**src/rtl/ficm_pkg.sv**
```systemverilog
`timescale 1ns / 1ps
`default_nettype none

package ficm_pkg;

    localparam int STAMP_BITS = 48;
    localparam int COUNT_BITS = 32;
    localparam int SUM_BITS   = 64;
    localparam int FPS_BITS   = 10;
    // 1000000 fits in 20 bits; so does any period
    localparam int PER_BITS   = 20;
    localparam int STEP_BITS  = $clog2(STAMP_BITS + 1);

    localparam logic [FPS_BITS-1:0]   FPS_RESET      = FPS_BITS'(60);
    localparam logic [PER_BITS-1:0]   MICROS_PER_SEC = PER_BITS'(1000000);
    // left-aligned so a PER_BITS-step pass leaves the quotient in the low bits
    localparam logic [STAMP_BITS-1:0] PERIOD_DIVIDEND =
        {MICROS_PER_SEC, {(STAMP_BITS - PER_BITS){1'b0}}};

    localparam logic FUNC_FRAME = 1'b0;
    localparam logic FUNC_RESET = 1'b1;

    typedef struct packed {
        logic                  func;
        logic [STAMP_BITS-1:0] timestamp_us;
    } t_in_beat;

    typedef struct packed {
        logic [COUNT_BITS-1:0] frame_count;
        logic                  interval_valid;
        logic [STAMP_BITS-1:0] last_interval_us;
        logic [COUNT_BITS-1:0] interval_count;
        logic [SUM_BITS-1:0]   interval_sum_us;
        logic [STAMP_BITS-1:0] interval_max_us;
        logic                  late_flag;
        logic [COUNT_BITS-1:0] late_count;
        logic [STAMP_BITS-1:0] missed_now;
        logic [COUNT_BITS-1:0] missed_total;
    } t_out_beat;

    typedef struct packed {
        logic latch;
        logic start_period;
        logic take_period;
        logic start_quot;
        logic commit;
    } t_cmd;

    typedef struct packed {
        logic measure;
        logic late;
        logic div_done;
        logic out_free;
    } t_sts;

endpackage

`default_nettype wire

```
**src/rtl/ficm_chan_if.sv**
```systemverilog
`timescale 1ns / 1ps
`default_nettype none

interface ficm_chan_if #(
    parameter type T = logic
) ();
    logic valid;
    logic ready;
    T     data;

    modport source (output valid, output data, input ready);
    modport sink   (input valid, input data, output ready);
endinterface

`default_nettype wire

```
**src/rtl/frame_interval_cadence_monitor_core.sv**
```systemverilog
// One item at a time: a cadence reset or an unmeasured frame goes from evaluation to commit,
// an on-time interval adds the period division, and a late one adds the quotient division too.
// The next beat can be taken in the cycle after the result is written. The shared bit-serial
// divider sets the pace (20 steps for the period, 48 more for interval / period).
// Synchronous active-low reset clears all statistics, sets the frame rate register to 60
// and empties the result register.
`timescale 1ns / 1ps
`default_nettype none

module frame_interval_cadence_monitor_core (
    input  wire logic   i_clk,
    input  wire logic   i_rst_n,
    ficm_chan_if.sink   i_in,
    ficm_chan_if.source o_out,
    ficm_chan_if.sink   i_cfg
);
    import ficm_pkg::*;

    t_cmd cmd;
    t_sts sts;
    logic in_ready;
    logic out_valid;
    logic cfg_we;

    // config is always taken; it only lands in the fps register
    assign i_cfg.ready = 1'b1;
    assign cfg_we      = i_cfg.valid;

    // input beat accepted only by the controller in its idle state
    assign i_in.ready = in_ready;

    ficm_ctrl u_ctrl (
        .i_clk      (i_clk),
        .i_rst_n    (i_rst_n),
        .i_in_valid (i_in.valid),
        .o_in_ready (in_ready),
        .i_sts      (sts),
        .o_cmd      (cmd)
    );

    // datapath: stats registers, shared divider, result register
    ficm_datapath u_dp (
        .i_clk       (i_clk),
        .i_rst_n     (i_rst_n),
        .i_cmd       (cmd),
        .o_sts       (sts),
        .i_in_data   (i_in.data),
        .i_cfg_we    (cfg_we),
        .i_cfg_data  (i_cfg.data),
        .o_out_valid (out_valid),
        .i_out_ready (o_out.ready),
        .o_out_data  (o_out.data)
    );

    assign o_out.valid = out_valid;

    // the period pass is only started for an item that measures an interval
    a_period_needs_measure: assert property (@(posedge i_clk) disable iff (!i_rst_n)
        cmd.start_period |-> sts.measure)
        else $error("period division started without a measurement");

    // the quotient pass is only started for a late interval
    a_quot_needs_late: assert property (@(posedge i_clk) disable iff (!i_rst_n)
        cmd.start_quot |-> sts.late)
        else $error("quotient division started for an on-time interval");

    // a result is never written over one still waiting
    a_commit_room: assert property (@(posedge i_clk) disable iff (!i_rst_n)
        cmd.commit |-> sts.out_free)
        else $error("result register overwritten");

    // one item in flight: no beat taken right after one was taken
    a_one_in_flight: assert property (@(posedge i_clk) disable iff (!i_rst_n)
        (i_in.valid && i_in.ready) |=> !i_in.ready)
        else $error("second beat accepted while busy");

    // a late flag implies a measured interval
    a_late_has_interval: assert property (@(posedge i_clk) disable iff (!i_rst_n)
        (out_valid && o_out.data.late_flag) |-> o_out.data.interval_valid)
        else $error("late flag without interval");

endmodule

`default_nettype wire

```
**src/rtl/ficm_div.sv**
```systemverilog
`timescale 1ns / 1ps
`default_nettype none

// restoring divider, one quotient bit per cycle
module ficm_div (
    input  wire logic                            i_clk,
    input  wire logic                            i_rst_n,
    input  wire logic                            i_start,
    input  wire logic [ficm_pkg::STAMP_BITS-1:0] i_dividend,
    input  wire logic [ficm_pkg::PER_BITS-1:0]   i_divisor,
    input  wire logic [ficm_pkg::STEP_BITS-1:0]  i_steps,
    output logic                                 o_done,
    output logic [ficm_pkg::STAMP_BITS-1:0]      o_quotient,
    output logic [ficm_pkg::PER_BITS-1:0]        o_remainder
);
    import ficm_pkg::*;

    logic                  r_busy;
    logic                  r_done;
    logic [STEP_BITS-1:0]  r_cnt;
    logic [STAMP_BITS-1:0] r_quo;
    logic [PER_BITS-1:0]   r_rem;
    logic [PER_BITS-1:0]   r_div;
    logic [PER_BITS:0]     rem_sh;
    logic [PER_BITS:0]     rem_diff;
    logic                  fits;

    always_comb begin
        rem_sh   = {r_rem, r_quo[STAMP_BITS-1]};
        fits     = rem_sh >= {1'b0, r_div};
        rem_diff = rem_sh - {1'b0, r_div};
    end

    always_ff @(posedge i_clk) begin
        if (!i_rst_n) begin
            r_busy <= 1'b0;
            r_done <= 1'b0;
            r_cnt  <= '0;
        end else begin
            r_done <= 1'b0;
            if (i_start) begin
                r_busy <= 1'b1;
                r_cnt  <= i_steps;
            end else if (r_busy) begin
                r_cnt <= r_cnt - STEP_BITS'(1);
                if (r_cnt == STEP_BITS'(1)) begin
                    r_busy <= 1'b0;
                    r_done <= 1'b1;
                end
            end
        end
    end

    always_ff @(posedge i_clk) begin
        if (i_start) begin
            r_quo <= i_dividend;
            r_rem <= '0;
            r_div <= i_divisor;
        end else if (r_busy) begin
            r_rem <= fits ? rem_diff[PER_BITS-1:0] : rem_sh[PER_BITS-1:0];
            r_quo <= {r_quo[STAMP_BITS-2:0], fits};
        end
    end

    assign o_done      = r_done;
    assign o_quotient  = r_quo;
    assign o_remainder = r_rem;

endmodule

`default_nettype wire

```
**src/rtl/ficm_datapath.sv**
```systemverilog
`timescale 1ns / 1ps
`default_nettype none

module ficm_datapath (
    input  wire logic                          i_clk,
    input  wire logic                          i_rst_n,
    input  wire ficm_pkg::t_cmd                i_cmd,
    output ficm_pkg::t_sts                     o_sts,
    input  wire ficm_pkg::t_in_beat            i_in_data,
    input  wire logic                          i_cfg_we,
    input  wire logic [ficm_pkg::FPS_BITS-1:0] i_cfg_data,
    output logic                               o_out_valid,
    input  wire logic                          i_out_ready,
    output ficm_pkg::t_out_beat                o_out_data
);
    import ficm_pkg::*;

    // item under work
    logic                  r_func;
    logic [STAMP_BITS-1:0] r_stamp;
    logic [STAMP_BITS-1:0] r_ivl;
    logic [PER_BITS-1:0]   r_period;

    // config and statistics
    logic [FPS_BITS-1:0]   r_fps;
    logic [STAMP_BITS-1:0] r_prev;
    logic [STAMP_BITS-1:0] r_recent;
    logic [COUNT_BITS-1:0] r_frames;
    logic [COUNT_BITS-1:0] r_intervals;
    logic [SUM_BITS-1:0]   r_sum;
    logic [STAMP_BITS-1:0] r_peak;
    logic [COUNT_BITS-1:0] r_late_cnt;
    logic [COUNT_BITS-1:0] r_missed_tot;

    logic                  r_out_valid;
    t_out_beat             r_out;

    logic [STAMP_BITS-1:0] n_prev;
    logic [STAMP_BITS-1:0] n_recent;
    logic [COUNT_BITS-1:0] n_frames;
    logic [COUNT_BITS-1:0] n_intervals;
    logic [SUM_BITS-1:0]   n_sum;
    logic [STAMP_BITS-1:0] n_peak;
    logic [COUNT_BITS-1:0] n_late_cnt;
    logic [COUNT_BITS-1:0] n_missed_tot;
    t_out_beat             n_out;

    logic                  measure;
    logic                  late_cmp;
    logic                  late_now;
    logic                  round_up;
    logic [STAMP_BITS-1:0] ivl;
    logic [STAMP_BITS-1:0] missed;
    logic [PER_BITS-1:0]   half;
    logic [PER_BITS:0]     limit;
    logic [PER_BITS-1:0]   fps_eff;

    logic                  div_start;
    logic                  div_done;
    logic [STAMP_BITS-1:0] div_dividend;
    logic [PER_BITS-1:0]   div_divisor;
    logic [STEP_BITS-1:0]  div_steps;
    logic [STAMP_BITS-1:0] div_quo;
    logic [PER_BITS-1:0]   div_rem;

    always_comb begin
        ivl      = r_stamp - r_prev;
        measure  = (r_func == FUNC_FRAME) && (r_prev != '0) && (r_stamp > r_prev);
        fps_eff  = (r_fps == '0) ? PER_BITS'(1) : PER_BITS'(r_fps);
        half     = r_period >> 1;
        limit    = {1'b0, r_period} + {1'b0, half};
        late_cmp = r_ivl > STAMP_BITS'(limit);
        late_now = measure && late_cmp;
        // half-up rounding of ivl / period
        round_up = div_rem >= (r_period - half);
        missed   = div_quo + STAMP_BITS'(round_up) - STAMP_BITS'(1);
    end

    always_comb begin
        div_start    = i_cmd.start_period || i_cmd.start_quot;
        div_dividend = i_cmd.start_period ? PERIOD_DIVIDEND : r_ivl;
        div_divisor  = i_cmd.start_period ? fps_eff : r_period;
        div_steps    = i_cmd.start_period ? STEP_BITS'(PER_BITS) : STEP_BITS'(STAMP_BITS);
    end

    ficm_div u_div (
        .i_clk       (i_clk),
        .i_rst_n     (i_rst_n),
        .i_start     (div_start),
        .i_dividend  (div_dividend),
        .i_divisor   (div_divisor),
        .i_steps     (div_steps),
        .o_done      (div_done),
        .o_quotient  (div_quo),
        .o_remainder (div_rem)
    );

    always_comb begin
        n_prev       = r_prev;
        n_recent     = r_recent;
        n_frames     = r_frames;
        n_intervals  = r_intervals;
        n_sum        = r_sum;
        n_peak       = r_peak;
        n_late_cnt   = r_late_cnt;
        n_missed_tot = r_missed_tot;
        if (r_func == FUNC_RESET) begin
            n_prev   = '0;
            n_recent = '0;
        end else begin
            n_frames = r_frames + COUNT_BITS'(1);
            n_prev   = r_stamp;
            if (measure) begin
                n_recent    = r_ivl;
                n_intervals = r_intervals + COUNT_BITS'(1);
                n_sum       = r_sum + SUM_BITS'(r_ivl);
                if (r_ivl > r_peak) begin
                    n_peak = r_ivl;
                end
                if (late_cmp) begin
                    n_late_cnt   = r_late_cnt + COUNT_BITS'(1);
                    n_missed_tot = r_missed_tot + missed[COUNT_BITS-1:0];
                end
            end
        end

        n_out.frame_count      = n_frames;
        n_out.interval_valid   = measure;
        n_out.last_interval_us = n_recent;
        n_out.interval_count   = n_intervals;
        n_out.interval_sum_us  = n_sum;
        n_out.interval_max_us  = n_peak;
        n_out.late_flag        = late_now;
        n_out.late_count       = n_late_cnt;
        n_out.missed_now       = late_now ? missed : '0;
        n_out.missed_total     = n_missed_tot;
    end

    always_ff @(posedge i_clk) begin
        if (!i_rst_n) begin
            r_fps        <= FPS_RESET;
            r_prev       <= '0;
            r_recent     <= '0;
            r_frames     <= '0;
            r_intervals  <= '0;
            r_sum        <= '0;
            r_peak       <= '0;
            r_late_cnt   <= '0;
            r_missed_tot <= '0;
            r_out_valid  <= 1'b0;
        end else begin
            if (i_cfg_we) begin
                r_fps <= i_cfg_data;
            end
            if (i_cmd.commit) begin
                r_prev       <= n_prev;
                r_recent     <= n_recent;
                r_frames     <= n_frames;
                r_intervals  <= n_intervals;
                r_sum        <= n_sum;
                r_peak       <= n_peak;
                r_late_cnt   <= n_late_cnt;
                r_missed_tot <= n_missed_tot;
                r_out_valid  <= 1'b1;
            end else if (i_out_ready) begin
                r_out_valid <= 1'b0;
            end
        end
    end

    always_ff @(posedge i_clk) begin
        if (i_cmd.latch) begin
            r_func  <= i_in_data.func;
            r_stamp <= i_in_data.timestamp_us;
        end
        if (i_cmd.start_period) begin
            r_ivl <= ivl;
        end
        if (i_cmd.take_period) begin
            r_period <= div_quo[PER_BITS-1:0];
        end
        if (i_cmd.commit) begin
            r_out <= n_out;
        end
    end

    always_comb begin
        o_sts.measure  = measure;
        o_sts.late     = late_cmp;
        o_sts.div_done = div_done;
        o_sts.out_free = !r_out_valid || i_out_ready;
    end

    assign o_out_valid = r_out_valid;
    assign o_out_data  = r_out;

endmodule

`default_nettype wire

```
**src/rtl/ficm_ctrl.sv**
```systemverilog
`timescale 1ns / 1ps
`default_nettype none

module ficm_ctrl (
    input  wire logic           i_clk,
    input  wire logic           i_rst_n,
    input  wire logic           i_in_valid,
    output logic                o_in_ready,
    input  wire ficm_pkg::t_sts i_sts,
    output ficm_pkg::t_cmd      o_cmd
);
    import ficm_pkg::*;

    typedef enum logic [5:0] {
        S_IDLE   = 6'b000001,
        S_EVAL   = 6'b000010,
        S_PERIOD = 6'b000100,
        S_CHECK  = 6'b001000,
        S_QUOT   = 6'b010000,
        S_COMMIT = 6'b100000
    } t_state;

    t_state r_state;
    t_state n_state;

    always_comb begin
        n_state = r_state;
        o_cmd   = '0;
        case (r_state)
            S_IDLE: begin
                if (i_in_valid) begin
                    o_cmd.latch = 1'b1;
                    n_state     = S_EVAL;
                end
            end
            S_EVAL: begin
                if (i_sts.measure) begin
                    o_cmd.start_period = 1'b1;
                    n_state            = S_PERIOD;
                end else begin
                    n_state = S_COMMIT;
                end
            end
            S_PERIOD: begin
                if (i_sts.div_done) begin
                    o_cmd.take_period = 1'b1;
                    n_state           = S_CHECK;
                end
            end
            S_CHECK: begin
                if (i_sts.late) begin
                    o_cmd.start_quot = 1'b1;
                    n_state          = S_QUOT;
                end else begin
                    n_state = S_COMMIT;
                end
            end
            S_QUOT: begin
                if (i_sts.div_done) begin
                    n_state = S_COMMIT;
                end
            end
            S_COMMIT: begin
                if (i_sts.out_free) begin
                    o_cmd.commit = 1'b1;
                    n_state      = S_IDLE;
                end
            end
            default: begin
                n_state = S_IDLE;
            end
        endcase
    end

    always_ff @(posedge i_clk) begin
        if (!i_rst_n) begin
            r_state <= S_IDLE;
        end else begin
            r_state <= n_state;
        end
    end

    assign o_in_ready = (r_state == S_IDLE);

endmodule

`default_nettype wire

```
**src/flat_wrapper.sv**
```systemverilog
// flat-port wrapper written by rule: the top's interface ports become plain ports
module frame_interval_cadence_monitor_core_flat import ficm_pkg::*;
  (i_clk, i_rst_n, i_in_valid, i_in_data, i_in_ready, o_out_valid, o_out_data, o_out_ready, i_cfg_valid, i_cfg_data, i_cfg_ready);
  ficm_chan_if #(.T(t_in_beat)) i_in_i ();
  ficm_chan_if #(.T(t_out_beat)) o_out_i ();
  ficm_chan_if #(.T(logic [FPS_BITS-1:0])) i_cfg_i ();
  input  wire logic i_clk;
  input  wire logic i_rst_n;
  input wire logic [$bits(i_in_i.valid)-1:0] i_in_valid;
  input wire logic [$bits(i_in_i.data)-1:0] i_in_data;
  output wire logic [$bits(i_in_i.ready)-1:0] i_in_ready;
  output wire logic [$bits(o_out_i.valid)-1:0] o_out_valid;
  output wire logic [$bits(o_out_i.data)-1:0] o_out_data;
  input wire logic [$bits(o_out_i.ready)-1:0] o_out_ready;
  input wire logic [$bits(i_cfg_i.valid)-1:0] i_cfg_valid;
  input wire logic [$bits(i_cfg_i.data)-1:0] i_cfg_data;
  output wire logic [$bits(i_cfg_i.ready)-1:0] i_cfg_ready;
  assign i_in_i.valid = i_in_valid;
  assign i_in_i.data = i_in_data;
  assign i_in_ready = i_in_i.ready;
  assign o_out_valid = o_out_i.valid;
  assign o_out_data = o_out_i.data;
  assign o_out_i.ready = o_out_ready;
  assign i_cfg_i.valid = i_cfg_valid;
  assign i_cfg_i.data = i_cfg_data;
  assign i_cfg_ready = i_cfg_i.ready;
  frame_interval_cadence_monitor_core u_core (.i_clk(i_clk), .i_rst_n(i_rst_n), .i_in(i_in_i), .o_out(o_out_i), .i_cfg(i_cfg_i));
endmodule
```
**config.mk**
```make
export PLATFORM = sky130hd
export DESIGN_NAME = frame_interval_cadence_monitor_core_flat
export DESIGN_NICKNAME = d
export VERILOG_FILES = /design/src/rtl/ficm_pkg.sv /design/src/rtl/ficm_chan_if.sv /design/src/rtl/frame_interval_cadence_monitor_core.sv /design/src/rtl/ficm_div.sv /design/src/rtl/ficm_datapath.sv /design/src/rtl/ficm_ctrl.sv /design/src/flat_wrapper.sv
export SDC_FILE = /design/constraint.sdc
export NUM_CORES = 2
export LEC_CHECK = 0
export ABC_AREA = 1
export BUFFER_PORTS_ARGS = -buffer_cell sky130_fd_sc_hd__buf_2
export CELL_PAD_IN_SITES_DETAIL_PLACEMENT = 0
export CELL_PAD_IN_SITES_GLOBAL_PLACEMENT = 1
export CORE_ASPECT_RATIO = 1.25
export CORE_MARGIN = 5
export CORE_UTILIZATION = 49
export CTS_BUF_LIST = sky130_fd_sc_hd__clkbuf_8 sky130_fd_sc_hd__clkbuf_16
export DETAILED_ROUTE_END_ITERATION = 8
export GPL_TIMING_DRIVEN = 0
export PLACE_DENSITY_LB_ADDON = 0.1
export RECOVER_POWER = 50
export SLEW_MARGIN = 15
export SYNTH_ARGS = -nofsm -noshare
export SYNTH_HDL_FRONTEND = slang
export SYNTH_SLANG_ARGS = --single-unit
```
**constraint.sdc**
```tcl
create_clock -name i_clk -period 27.1 [get_ports i_clk]
set_input_delay 2.71 -clock i_clk [delete_from_list [all_inputs] [get_ports i_clk]]
set_output_delay 2.71 -clock i_clk [all_outputs]
set_load 0.03 [all_outputs]
```
==> out/qor.txt <==
commonest cells in the netlist -> 1,751 x nand2_1, 1,137 x inv_1, 790 x nor2_1
Cell Pwr Density -> 50.67 nW/um^2
main area contributors after synthesis -> edfxtp_1 29%, dfxtp_1 14%, nand2_1 12%, inv_1 7.9%, ha_1 6.5%
Final Critical Period -> 7.613 ns
WL/cell -> 21.90 microns
peak supply drop -> 0.00005861 V
drt initial violations -> 3,992
total power -> 3.081 mW
setup bufs post-CTS -> 0
Worst path slowest cell -> xor2_1
status -> complete, but fails checks
I/O pin total -> 405
part of the cycle the worst path needs -> 28.09%
cell with the most instances after synthesis -> nand2_1
Crit Path Max Fanout -> 8
total die area -> 117,400 sq um
Post-synth ARST share -> 0%
cell taking the most area after synthesis -> edfxtp_1
I/O Buffers -> 403
Worst setup SP type -> flip-flop
Row Count -> 136
TNS Setup -> 0 ns
Skew-Pair Late Insertion Delay -> 0.72 ns
crit path DAT -> 8.06 ns
GPL Wtd Cong -> 1.002
Mapped Nets -> 7,581
final net count -> 8,092
top cell type's share of synthesized area -> 28.99%
post-synthesis cell count -> 7,228
largest net degree at the start of global routing -> 67
Hold Slack -> 0.4579 ns
violated checks -> max-capacitance violations, max-slew violations
via count -> 50,443
Top FF cell, synth -> edfxtp_1
Core Box Area -> 109,900 sq um
Hold Startpoint -> u_core.u_dp.u_div.o_quotient[0]
Post-synth EDFFs -> 523
DRT Pass-1 Iters -> 6
# Max-Cap Violations -> 5
final hold vios -> 0
hold buffer count at CTS -> 0
Num CTS Buffers -> 94
RSZ-0062 raised after global routing -> no
FF-to-FF Start -> u_core.u_dp.r_period[5]
Routed WL -> 203,100 microns
effective utilization at floorplan -> 49.28%
Residual DRC -> 0
Max Fclk -> 0.1314 GHz
slew margin rel. -> -108.3%
Worst Skew -> 0.02840 ns
Crit path largest cell delay -> 0.61 ns
initial antenna violation count -> 15
post-synthesis average cell area -> 7.495 sq um
post-route ant nets -> 0
global-route wire length before repair -> 297,400 microns
hold crit path type -> reg -> reg
CP Launch Point -> u_core.u_dp.r_period[5]
CP most frequent cell -> nand2_1
critical path endpoint category -> flip-flop
CTS tree -> built
CTS Sinks -> 904
type of the worst setup path -> reg -> reg
vias in the first global route -> 48,476
Yosys cell types -> 51
Die X -> 307.4 microns
pins over their slew limit -> 174
pin slew with the least headroom to its limit -> 3.124 ns
HPWL after detailed placement -> 162,700 microns
P_leak -> 27.62 nW
Vias/cell -> 5.440
Area Overhead vs Synth -> 12.22%
Cell Area, Synth -> 54,170 sq um
post-synthesis register bit count -> 904
H-tree levels -> 3
final setup fails -> 0
sequential element share of the synthesized area -> 43.07%
cts repair resizes -> 0
die height -> 381.8 microns
Max clock buf depth -> 3
clock root buffer -> clkbuf_16
clock-pin slew on the worst setup and hold paths -> 0.06 ns
synthesis warning total -> 0
gr usage total -> 33.47%
remaining global-route overflow -> 0
CP required -> 27.55 ns
share of cells above drive strength 1 -> 4.054%
Layout fillers -> 10,898
[worst paths after layout]
kind / to / slack [ns] / cells past startpoint
setup reg to reg: u_core.u_dp.o_out_data[21] / 19.49 / 42
setup / recovery: u_core.u_dp.o_out_data[21] / 19.49 / 42
hold reg to reg: u_core.u_dp.r_period[0] / 0.46 / 0
hold / removal: u_core.u_dp.r_period[0] / 0.46 / 0
[cells in the final DEF (no fill, tap or decap), types with 10 or more instances in the layout]
cell	instances
o22ai_1	29
a21oi_1	501
a21o_1	25
edfxtp_1	523
ha_1	283
o21ai_0	345
o21a_1	11
xor2_1	190
buf_2	98
inv_2	10
nand4_1	81
o211ai_1	29
inv_1	1153
nor4_1	25
dfxtp_1	381
xnor2_1	46
nor2_1	792
o21ai_1	93
a211oi_1	53
or2_2	19
clkinv_2	16
nand3b_1	16
a31oi_1	13
nand2_1	1754
o21bai_1	25
bufinv_16	11
nand3_1	440
a22oi_1	11
clkbuf_16	95
buf_1	13
clkbuf_1	516
nor3_1	115
[per-layer routing]
layer | up-vias | wire [microns] | global-route usage, %
li1 | 24531 | - | -
met5 | - | 55 | 0
met1 | 23638 | 77440 | 39.50
met3 | 455 | 14190 | 5.103
met2 | 1811 | 98950 | 58.71
met4 | 8 | 12420 | 17.63
[through the flow]
stage	setup WS (ns)	util (%)	cell area [sq um]	cells
floorplan	13.68	-	54170	7228
global placement	8.901	52.77	58000	9080
detailed placement	19.55	53.01	58270	9092
CTS	19.50	55.94	61490	9269
global route	18.68	55.30	60790	9269
finish	19.49	55.31	60790	9272
[worst max-delay path: cells and delay by family (launching register included)]
family	cells	cell delay, ns
simple gates	23	3.05
fa+ha+maj	5	1.28
compound gates	6	0.86
xor+xnor	2	0.77
buf+inv	6	0.75
flops	1	0.58
[power breakdown]
part	switching, mW	total, mW	leakage, nW	internal [mW]
clock	0.592	1.36	1.62	0.766
sequential	0.0114	1.48	7.89	1.47
combinational	0.181	0.244	18.1	0.0629
[cell families (layout without fill, tap and decap cells)]
kind of cell	after synthesis	in the layout	share of synthesized area (%)
flops	904	904	43.07
xor+xnor	236	236	3.815
compound gates	1154	1154	11.63
fa+ha+maj	289	289	6.758
buf+inv	1380	1972	9.927
simple gates	3264	3264	24.79
other cells	1	4	0.006922
[area by class of cell]
| type | count | area, sq um | area share (%) |
|---|---|---|---|
| multi-input cells | 4944 | 25400 | 41.77 |
| flip-flops and latches | 904 | 23330 | 38.38 |
| inverters | 1148 | 4309 | 7.088 |
| clock buffers | 100 | 2446 | 4.024 |
| well taps | 1449 | 1813 | 2.982 |
| repair buffers | 415 | 1759 | 2.894 |
| plain buffers | 232 | 960.9 | 1.581 |
| clock inverters | 77 | 769.5 | 1.266 |
| diodes | 3 | 7.507 | 0.01235 |
[registers in the layout, summed over array words and instances, names as in the netlist, 32 cells and up]
name                          count
u_core.u_dp.r_sum                64
u_core.u_dp.r_recent             48
u_core.u_dp.u_div.o_quotient     48
u_core.u_dp.r_missed_tot         32
u_core.u_dp.r_ivl                48
u_core.u_dp.r_late_cnt           32
u_core.u_dp.r_peak               48
u_core.u_dp.r_stamp              48
u_core.u_dp.r_frames             32
u_core.u_dp.r_prev               48
u_core.u_dp.r_intervals          32
u_core.u_dp.o_out_data          338
No activity file was read; power rests on OpenSTA's default activity.
